--- src/rtl/core/sle_pkg.sv ---
`timescale 1ns / 1ps
// ----------------------------------------------------------------------------
// sle_pkg: shared types for the sequential list engine
// Request and result beats, operation and status codes, controller commands.
// ----------------------------------------------------------------------------
package sle_pkg;

    typedef enum logic [2:0] {
        OP_INSERT     = 3'd0,
        OP_DELETE     = 3'd1,
        OP_REMOVE_EQ  = 3'd2,
        OP_DEDUP      = 3'd3,
        OP_DEDUP_SORT = 3'd4
    } op_t;

    typedef enum logic [1:0] {
        ST_OK        = 2'd0,
        ST_BAD_INDEX = 2'd1,
        ST_FULL      = 2'd2
    } status_t;

    typedef struct packed {
        logic [2:0]         req_type;
        logic [5:0]         position;
        logic signed [31:0] elem_value;
    } req_t;

    typedef struct packed {
        logic [1:0]         status;
        logic signed [31:0] removed_value;
        logic [5:0]         new_length;
    } rsp_t;

    // Controller to datapath commands
    typedef struct packed {
        logic load;      // latch request, reset indexes
        logic rd_issue;  // read store at rd index (data next cycle)
        logic rd_j;      // read store at j index instead
        logic step;      // evaluate captured read data for current op
        logic finish;    // end of op; insert writes its new word at pos
    } dp_cmd_t;

    // Datapath to controller status
    typedef struct packed {
        logic done;      // current op has no more work
        logic scan;      // unsorted dedup is scanning the kept prefix
    } dp_sts_t;

endpackage

--- src/rtl/core/sle_datapath.sv ---
`timescale 1ns / 1ps
// ----------------------------------------------------------------------------
// sle_datapath: list store, length and walk indexes
// Executes one read-evaluate step per command pair while the op has store work.
// ----------------------------------------------------------------------------
module sle_datapath #(
    parameter int CAPACITY = 32,
    parameter int IW       = 5,
    parameter int LW       = 6
) (
    input  logic             clk,
    input  logic             rst_n,
    input  sle_pkg::req_t    req,
    input  sle_pkg::dp_cmd_t cmd,
    output sle_pkg::dp_sts_t sts,
    output sle_pkg::rsp_t    rsp
);

    logic [31:0]   mem [CAPACITY];
    logic [31:0]   rdata_reg;
    logic [LW-1:0] len_reg, len_next;
    logic [LW-1:0] rd_reg, rd_next;   // read cursor
    logic [LW-1:0] wr_reg, wr_next;   // write cursor / kept count
    logic [LW-1:0] j_reg, j_next;     // inner scan for dedup
    logic [31:0]   cur_reg, cur_next; // word under test (dedup) / last kept
    logic          phase_reg, phase_next; // dedup: 0 fetch cur, 1 scanning
    logic [2:0]    op_reg;
    logic [LW-1:0] pos_reg;
    logic [31:0]   val_reg;
    logic [1:0]    st_reg, st_next;
    logic [31:0]   rem_reg, rem_next;
    logic          done_reg, done_next;
    logic          we;
    logic [LW-1:0] waddr;
    logic [31:0]   wdata;
    logic [LW-1:0] raddr;
    logic [LW-1:0] req_pos;

    assign raddr   = cmd.rd_j ? j_reg : rd_reg;
    assign req_pos = LW'(req.position);

    always_ff @(posedge clk)
    begin
        if (we)
            mem[waddr[IW-1:0]] <= wdata;
        if (cmd.rd_issue)
            rdata_reg <= mem[raddr[IW-1:0]];
    end

    always_comb
    begin
        len_next   = len_reg;
        rd_next    = rd_reg;
        wr_next    = wr_reg;
        j_next     = j_reg;
        cur_next   = cur_reg;
        phase_next = phase_reg;
        st_next    = st_reg;
        rem_next   = rem_reg;
        done_next  = done_reg;
        we         = 1'b0;
        waddr      = wr_reg;
        wdata      = rdata_reg;
        if (cmd.load)
        begin
            st_next    = sle_pkg::ST_OK;
            rem_next   = '0;
            phase_next = 1'b0;
            j_next     = '0;
            done_next  = 1'b0;
            case (req.req_type)
                sle_pkg::OP_INSERT:
                begin
                    // walk from top down, wr is destination
                    wr_next = len_reg;
                    rd_next = len_reg - LW'(1);
                    if (len_reg >= LW'(CAPACITY))
                    begin
                        st_next   = sle_pkg::ST_FULL;
                        done_next = 1'b1;
                    end
                    else if (req_pos > len_reg)
                    begin
                        st_next   = sle_pkg::ST_BAD_INDEX;
                        done_next = 1'b1;
                    end
                    else if (req_pos == len_reg)
                    begin
                        we        = 1'b1;
                        waddr     = len_reg;
                        wdata     = req.elem_value;
                        len_next  = len_reg + LW'(1);
                        done_next = 1'b1;
                    end
                end
                sle_pkg::OP_DELETE:
                begin
                    rd_next = req_pos;
                    wr_next = req_pos;
                    if (req_pos >= len_reg)
                    begin
                        st_next   = sle_pkg::ST_BAD_INDEX;
                        done_next = 1'b1;
                    end
                end
                sle_pkg::OP_REMOVE_EQ:
                begin
                    rd_next   = '0;
                    wr_next   = '0;
                    done_next = (len_reg == '0);
                end
                sle_pkg::OP_DEDUP:
                begin
                    rd_next   = LW'(1);
                    wr_next   = LW'(1);
                    done_next = (len_reg <= LW'(1));
                end
                sle_pkg::OP_DEDUP_SORT:
                begin
                    // fetch entry 0 first as the last kept word
                    rd_next   = '0;
                    wr_next   = LW'(1);
                    done_next = (len_reg <= LW'(1));
                end
                default:
                    done_next = 1'b1;
            endcase
        end
        else if (cmd.step)
        begin
            case (op_reg)
                sle_pkg::OP_INSERT:
                begin
                    we      = 1'b1;
                    waddr   = wr_reg;
                    wdata   = rdata_reg;
                    wr_next = wr_reg - LW'(1);
                    rd_next = rd_reg - LW'(1);
                    if (rd_reg == pos_reg)
                    begin
                        // moved the entry at pos; place new word after
                        done_next = 1'b1;
                        len_next  = len_reg + LW'(1);
                        phase_next = 1'b1;
                    end
                end
                sle_pkg::OP_DELETE:
                begin
                    if (rd_reg == pos_reg && !phase_reg)
                    begin
                        rem_next   = rdata_reg;
                        phase_next = 1'b1;
                    end
                    else
                    begin
                        we      = 1'b1;
                        waddr   = wr_reg;
                        wr_next = wr_reg + LW'(1);
                    end
                    rd_next = rd_reg + LW'(1);
                    if (rd_reg + LW'(1) >= len_reg)
                    begin
                        done_next = 1'b1;
                        len_next  = len_reg - LW'(1);
                    end
                end
                sle_pkg::OP_REMOVE_EQ:
                begin
                    if (rdata_reg != val_reg)
                    begin
                        we      = 1'b1;
                        waddr   = wr_reg;
                        wr_next = wr_reg + LW'(1);
                    end
                    rd_next = rd_reg + LW'(1);
                    if (rd_reg + LW'(1) >= len_reg)
                    begin
                        done_next = 1'b1;
                        len_next  = (rdata_reg != val_reg) ? wr_reg + LW'(1) : wr_reg;
                    end
                end
                sle_pkg::OP_DEDUP_SORT:
                begin
                    if (!phase_reg)
                    begin
                        // first step: fetched entry 0 as last kept
                        cur_next   = rdata_reg;
                        phase_next = 1'b1;
                        rd_next    = rd_reg + LW'(1);
                    end
                    else
                    begin
                        if (rdata_reg != cur_reg)
                        begin
                            we       = 1'b1;
                            waddr    = wr_reg;
                            wr_next  = wr_reg + LW'(1);
                            cur_next = rdata_reg;
                        end
                        rd_next = rd_reg + LW'(1);
                        if (rd_reg + LW'(1) >= len_reg)
                        begin
                            done_next = 1'b1;
                            len_next  = (rdata_reg != cur_reg) ? wr_reg + LW'(1)
                                                               : wr_reg;
                        end
                    end
                end
                sle_pkg::OP_DEDUP:
                begin
                    if (!phase_reg)
                    begin
                        // fetched candidate at rd; start scan of kept prefix
                        cur_next   = rdata_reg;
                        phase_next = 1'b1;
                        j_next     = '0;
                    end
                    else
                    begin
                        if (rdata_reg == cur_reg || j_reg + LW'(1) >= wr_reg)
                        begin
                            if (rdata_reg != cur_reg)
                            begin
                                we      = 1'b1;
                                waddr   = wr_reg;
                                wdata   = cur_reg;
                                wr_next = wr_reg + LW'(1);
                            end
                            phase_next = 1'b0;
                            rd_next    = rd_reg + LW'(1);
                            if (rd_reg + LW'(1) >= len_reg)
                            begin
                                done_next = 1'b1;
                                len_next  = (rdata_reg != cur_reg) ? wr_reg + LW'(1)
                                                                   : wr_reg;
                            end
                        end
                        else
                            j_next = j_reg + LW'(1);
                    end
                end
                default:
                    done_next = 1'b1;
            endcase
        end
        else if (cmd.finish && op_reg == sle_pkg::OP_INSERT && phase_reg)
        begin
            we    = 1'b1;
            waddr = pos_reg;
            wdata = val_reg;
        end
    end

    always_ff @(posedge clk or negedge rst_n)
    begin
        if (!rst_n)
        begin
            len_reg   <= '0;
            done_reg  <= 1'b0;
            phase_reg <= 1'b0;
        end
        else
        begin
            len_reg   <= len_next;
            done_reg  <= done_next;
            phase_reg <= phase_next;
        end
    end

    always_ff @(posedge clk)
    begin
        rd_reg  <= rd_next;
        wr_reg  <= wr_next;
        j_reg   <= j_next;
        cur_reg <= cur_next;
        st_reg  <= st_next;
        rem_reg <= rem_next;
        if (cmd.load)
        begin
            op_reg  <= req.req_type;
            pos_reg <= req_pos;
            val_reg <= req.elem_value;
        end
    end

    assign sts.done          = done_reg;
    assign sts.scan          = (op_reg == sle_pkg::OP_DEDUP) && phase_reg;
    assign rsp.status        = st_reg;
    assign rsp.removed_value = rem_reg;
    assign rsp.new_length    = len_reg[5:0];

endmodule

--- src/rtl/core/sle_ctrl.sv ---
`timescale 1ns / 1ps
// ----------------------------------------------------------------------------
// sle_ctrl: sequencing controller
// Accepts a request beat, alternates read and evaluate steps, delivers result.
// ----------------------------------------------------------------------------
module sle_ctrl (
    input  logic             clk,
    input  logic             rst_n,
    input  logic             in_valid,
    output logic             in_stall,
    output logic             out_valid,
    input  logic             out_stall,
    input  sle_pkg::dp_sts_t sts,
    output sle_pkg::dp_cmd_t cmd
);

    typedef enum logic [4:0] {
        S_IDLE = 5'b00001,
        S_READ = 5'b00010,
        S_EVAL = 5'b00100,
        S_FIN  = 5'b01000,
        S_OUT  = 5'b10000
    } state_t;

    state_t state_reg, state_next;

    always_comb
    begin
        state_next = state_reg;
        cmd        = '0;
        in_stall   = 1'b1;
        out_valid  = 1'b0;
        case (state_reg)
            S_IDLE:
            begin
                in_stall = 1'b0;
                if (in_valid)
                begin
                    cmd.load   = 1'b1;
                    state_next = S_READ;
                end
            end
            S_READ:
            begin
                if (sts.done)
                    state_next = S_FIN;
                else
                begin
                    cmd.rd_issue = 1'b1;
                    cmd.rd_j     = sts.scan;
                    state_next   = S_EVAL;
                end
            end
            S_EVAL:
            begin
                cmd.step   = 1'b1;
                state_next = S_READ;
            end
            S_FIN:
            begin
                cmd.finish = 1'b1;
                state_next = S_OUT;
            end
            S_OUT:
            begin
                out_valid = 1'b1;
                if (!out_stall)
                    state_next = S_IDLE;
            end
            default:
                state_next = S_IDLE;
        endcase
    end

    always_ff @(posedge clk or negedge rst_n)
    begin
        if (!rst_n)
            state_reg <= S_IDLE;
        else
            state_reg <= state_next;
    end

endmodule

--- src/rtl/core/sequential_list_engine.sv ---
`timescale 1ns / 1ps
// ----------------------------------------------------------------------------
// sequential_list_engine: packed list of signed words with edit operations
// One request at a time; each store step is a read state then an evaluate
// state, and the next request is taken the cycle after the result leaves.
// Store steps: insert/delete length - position; remove and sorted dedup length.
// Unsorted dedup adds an inner scan of the kept prefix for each candidate.
// Errors, append and unused codes take no store steps. Reset clears length and control.
// ----------------------------------------------------------------------------
module sequential_list_engine #(
    parameter int CAPACITY = 32
) (
    input  logic          clk,
    input  logic          rst_n,
    input  logic          in_valid,
    output logic          in_stall,
    input  sle_pkg::req_t in_data,
    output logic          out_valid,
    input  logic          out_stall,
    output sle_pkg::rsp_t out_data
);

    // Index width covers the store; length width must hold CAPACITY itself
    // and no less than the 6-bit fields of the beat.
    localparam int IW = (CAPACITY > 2) ? $clog2(CAPACITY) : 1;
    localparam int LW = (IW + 1 > 6) ? IW + 1 : 6;

    sle_pkg::dp_cmd_t cmd;
    sle_pkg::dp_sts_t sts;

    // The datapath reports when unsorted dedup is in its inner scan, so the
    // controller reads at the scan index rather than the read cursor.
    sle_ctrl u_ctrl (
        .clk       (clk),
        .rst_n     (rst_n),
        .in_valid  (in_valid),
        .in_stall  (in_stall),
        .out_valid (out_valid),
        .out_stall (out_stall),
        .sts       (sts),
        .cmd       (cmd)
    );

    sle_datapath #(
        .CAPACITY (CAPACITY),
        .IW       (IW),
        .LW       (LW)
    ) u_dp (
        .clk   (clk),
        .rst_n (rst_n),
        .req   (in_data),
        .cmd   (cmd),
        .sts   (sts),
        .rsp   (out_data)
    );

    // A result beat never shows while a request beat is being taken.
    assert property (@(posedge clk) disable iff (!rst_n)
        !(out_valid && !in_stall))
        else $error("result and request overlap");

    // Length never exceeds the store.
    assert property (@(posedge clk) disable iff (!rst_n)
        out_valid |-> (out_data.new_length <= CAPACITY))
        else $error("length beyond capacity");

    // A taken request is followed by work, not by another take.
    assert property (@(posedge clk) disable iff (!rst_n)
        (in_valid && !in_stall) |=> in_stall)
        else $error("second request taken while busy");

endmodule
--- config.mk ---
export PLATFORM = sky130hd
export DESIGN_NAME = sequential_list_engine
export DESIGN_NICKNAME = d
export VERILOG_FILES = /design/src/rtl/core/sle_pkg.sv /design/src/rtl/core/sle_datapath.sv /design/src/rtl/core/sle_ctrl.sv /design/src/rtl/core/sequential_list_engine.sv
export SDC_FILE = /design/constraint.sdc
export NUM_CORES = 2
export LEC_CHECK = 0
export CAP_MARGIN = 20
export CORE_UTILIZATION = 60
export DETAILED_ROUTE_END_ITERATION = 10
export DONT_BUFFER_PORTS = 1
export PLACE_DENSITY = 0.8
export SYNTH_ARGS = -nofsm -noshare
export SYNTH_HDL_FRONTEND = slang
export SYNTH_SLANG_ARGS = --single-unit
--- constraint.sdc ---
create_clock -name clk -period 6.26 [get_ports clk]
set_clock_uncertainty 0.2 [all_clocks]
set_input_delay 1.252 -clock clk [delete_from_list [all_inputs] [get_ports clk]]
set_output_delay 1.252 -clock clk [all_outputs]
set_load 0.03 [all_outputs]
==> results.py <==
metrics = {
    "outcome": {
        "outcome": "finished clean",
    },
    "floorplan": {
        "dieWidth_um": 287.4,
        "rows": 104,
        "core_mm2": 0.08055,
        "die_y_um": 287.4,
        "die-area_mm2": 0.08261,
        "pin_count": 87,
        "initial_core_util_pct": 60.68,
    },
    "yosys": {
        "yosys-top-cells-count": "edfxtp_1, nand2_1, mux2i_1",
        "synth_area_mm2": 0.04888,
        "avgSynthCellArea_um2": 14.25,
        "syn_inst": 3430,
        "yosys-top-cells-area": "edfxtp_1, nand2_1, mux2i_1",
        "netlist.area_leader.share_pct": 70.22,
        "synth_nets": 3501,
        "async_flop_share_pct": 1.089,
        "ys_seq_elements": 1194,
        "synth-edff-count": 1143,
        "synth_warnings": 0,
        "ys_types": 70,
        "synth_most_common_cell": "edfxtp_1",
        "synthFlopType": "edfxtp_1",
        "synth-seq-area-share_pct": 72.44,
        "yosys.area.top_type": "edfxtp_1",
    },
    "route": {
        "via_count": 31590,
        "ant_nets": 0,
        "wl_met3_um": 19710,
        "vias_per_cell": 6.870,
        "wl_met1_um": 47940,
        "top_layer": "met5",
        "wl_per_cell_um": 29.21,
        "drt_iter0_markers": 4815,
        "drc_errors": 0,
        "finalWirelength_um": 134300,
        "wl_met2_um": 61160,
        "drtPass1Iterations": 8,
    },
    "setup_path": {
        "critPathTopFamily": "simple AND/OR/NAND/NOR gates",
        "crit_chain": "inv_1 > ha_1 > nand2_1 > nor4_2 > buf_4 > nand3_1 > o221a_2 > nor2_1 > nand2_1 > nor3_2 > buf_4",
        "path_class": "reg2reg",
        "crit_slowest_cell": "nor3_2",
        "cp.arrival_ns": 5.27,
        "worstPathRequired_ns": 6.41,
        "end_kind": "register",
        "startpoint_type": "register",
        "max_stage_delay_ns": 0.77,
        "path_depth": 11,
        "cp_num_buf_inv": 3,
        "path_max_fanout": 36,
        "reg2reg_depth": 11,
    },
    "timing": {
        "finalCritPeriodShare_pct": 81.92,
        "final-max-slew-violation-count": 0,
        "slew_headroom_pct": 19.96,
        "tightest_slew_ns": 1.170,
        "fin_setup_tns_ns": 0,
        "hold_viol": 0,
        "period_needed_ns": 5.128,
        "max_freq_mhz": 195.0,
        "rsz0062_at_grt": "false",
        "hold_slack_ns": 0.02953,
        "setup_violations": 0,
    },
    "layout": {
        "fin_nets": 3511,
        "area_growth_pct": 11.28,
        "fin_cells": 4598,
        "fillers": 5150,
        "largest_reg_flops": 1024,
        "drive_gt1_share_pct": 10.83,
        "fin_area_mm2": 0.05439,
        "n_antenna_cell": 0,
    },
    "clock_tree": {
        "clock-sinks": 1194,
        "ctsRootBufferMaster": "clkbuf_16",
        "cts_tree": "yes",
        "cts_max_level": 3,
        "clk_latency_ns": 0.72,
        "post_cts_buffers": 0,
        "clockBufferDepth": 3,
        "cts_resized": 0,
        "cts-buffers-inserted": 111,
        "hold_buffers": 0,
        "clk_pin_slew_ns": 0.07,
    },
    "power": {
        "power_mw": 21.65,
        "max-vdd-ir-drop_mv": 0.2795,
        "p_per_area_mw_per_mm2": 398.0,
        "p_leak_nw": 18.32,
    },
    "grt": {
        "track_usage_pct": 32.27,
        "grt_max_degree": 97,
        "antenna_found_initial": 1,
        "grt_pass1_wl_um": 195600,
        "gr-total-overflow": 0,
        "grt_pass1_vias": 30510,
    },
    "hold_path": {
        "min_path_type": "in2async",
    },
    "placed_design": {
        "placed_cells": 4383,
        "place_hpwl_um": 80980,
        "dpl-instance-area_mm2": 0.05062,
        "numPortBuffers": 0,
        "gp_congestion": 0.9909,
    },
    "run": {
        "cap_violations": 0,
    },
}
metrics by stage:
| stage | util (%) | worst slack, ns |
|---|---|---|
| after global routing | 67.53 | 1.043 |
| after floorplan | - | 0.1105 |
| after global placement | 62.84 | 0.9053 |
| final | 67.53 | 1.132 |
| after CTS | 67.47 | 1.253 |
| after detailed placement | 62.84 | 0.8332 |
worst register-to-register path, delay by kind of cell, from the launching register on:
family | cells | cell delay (ns)
compound gates | 1 | 0.17
fa+ha+maj | 1 | 0.37
buf+inv | 3 | 1.53
flops | 1 | 0.57
simple gates | 6 | 1.94
power breakdown:
part / internal, mW / switching [mW]
logic: 1.13 / 3.51
registers: 9.84 / 0.248
clock network: 3.95 / 2.97
total: 14.9 / 6.72
final cells by class:
type,count,area (um2),share of cell area [%]
clock buffers,134,2885,5.304
clock inverters,77,844.6,1.553
repair buffers,118,952.2,1.750
flip-flops and latches,1194,35410,65.10
multi-input cells,1992,12890,23.69
well taps,1060,1326,2.438
inverters,23,87.58,0.1610
path summary, 6_finish.rpt:
kind / start / endpoint / slack [ns]
max in group asynchronous: rst_n / u_ctrl.state_reg[0] / 5.65
max reg2reg: u_dp.len_reg[4] / u_dp.mem[7][21] / 1.13
min in group clk: u_dp.j_reg[5] / u_dp.j_reg[5] / 0.33
min: rst_n / u_ctrl.state_reg[1] / 0.03
max: u_dp.len_reg[4] / u_dp.mem[7][21] / 1.13
min reg2reg: u_dp.j_reg[5] / u_dp.j_reg[5] / 0.33
cells by family after synthesis:
kind of cell	Yosys count	synth area share, %
and+or+nand+nor	1098	9.586
DFF	1194	72.44
muxes	214	4.572
adders and majority gates	26	0.6655
xor gates and xnor gates	93	1.666
AOI/OAI and AO/OA	561	8.788
buffers and inverters	244	2.278
placed cells by master, fill, tap and decap left out, types with 12 or more instances in the layout:
cell type	netlist	routed
nor2_1	188	174
xnor2_1	21	21
xor2_1	72	72
clkinv_1	1	29
buf_4	6	110
a21oi_1	90	89
clkinv_2	0	26
nor2_4	0	13
a221o_1	63	63
o21ai_0	59	27
o211ai_1	33	33
bufinv_16	0	16
o2111ai_1	32	31
a211oi_1	33	33
o22a_1	33	33
nor4_1	21	20
edfxtp_1	1143	1143
nor3_2	0	32
ha_1	26	26
o21ai_2	0	20
dfrtp_1	12	12
a32oi_1	130	130
mux2i_1	203	202
nor3_1	72	40
dfxtp_1	38	38
nand3_1	83	83
nand2_1	619	619
clkbuf_16	0	112
nand4_1	72	72
inv_1	22	22
clkbuf_1	147	22
layer usage:
| metal | vias to the layer above | global-route usage, % |
|---|---|---|
| li1 | 13220 | - |
| met1 | 15430 | 44.06 |
| met2 | 2566 | 49.26 |
| met3 | 369 | 8.794 |
| met4 | 2 | 13.32 |
| met5 | - | 0 |
(Power assumes the default switching activity.)
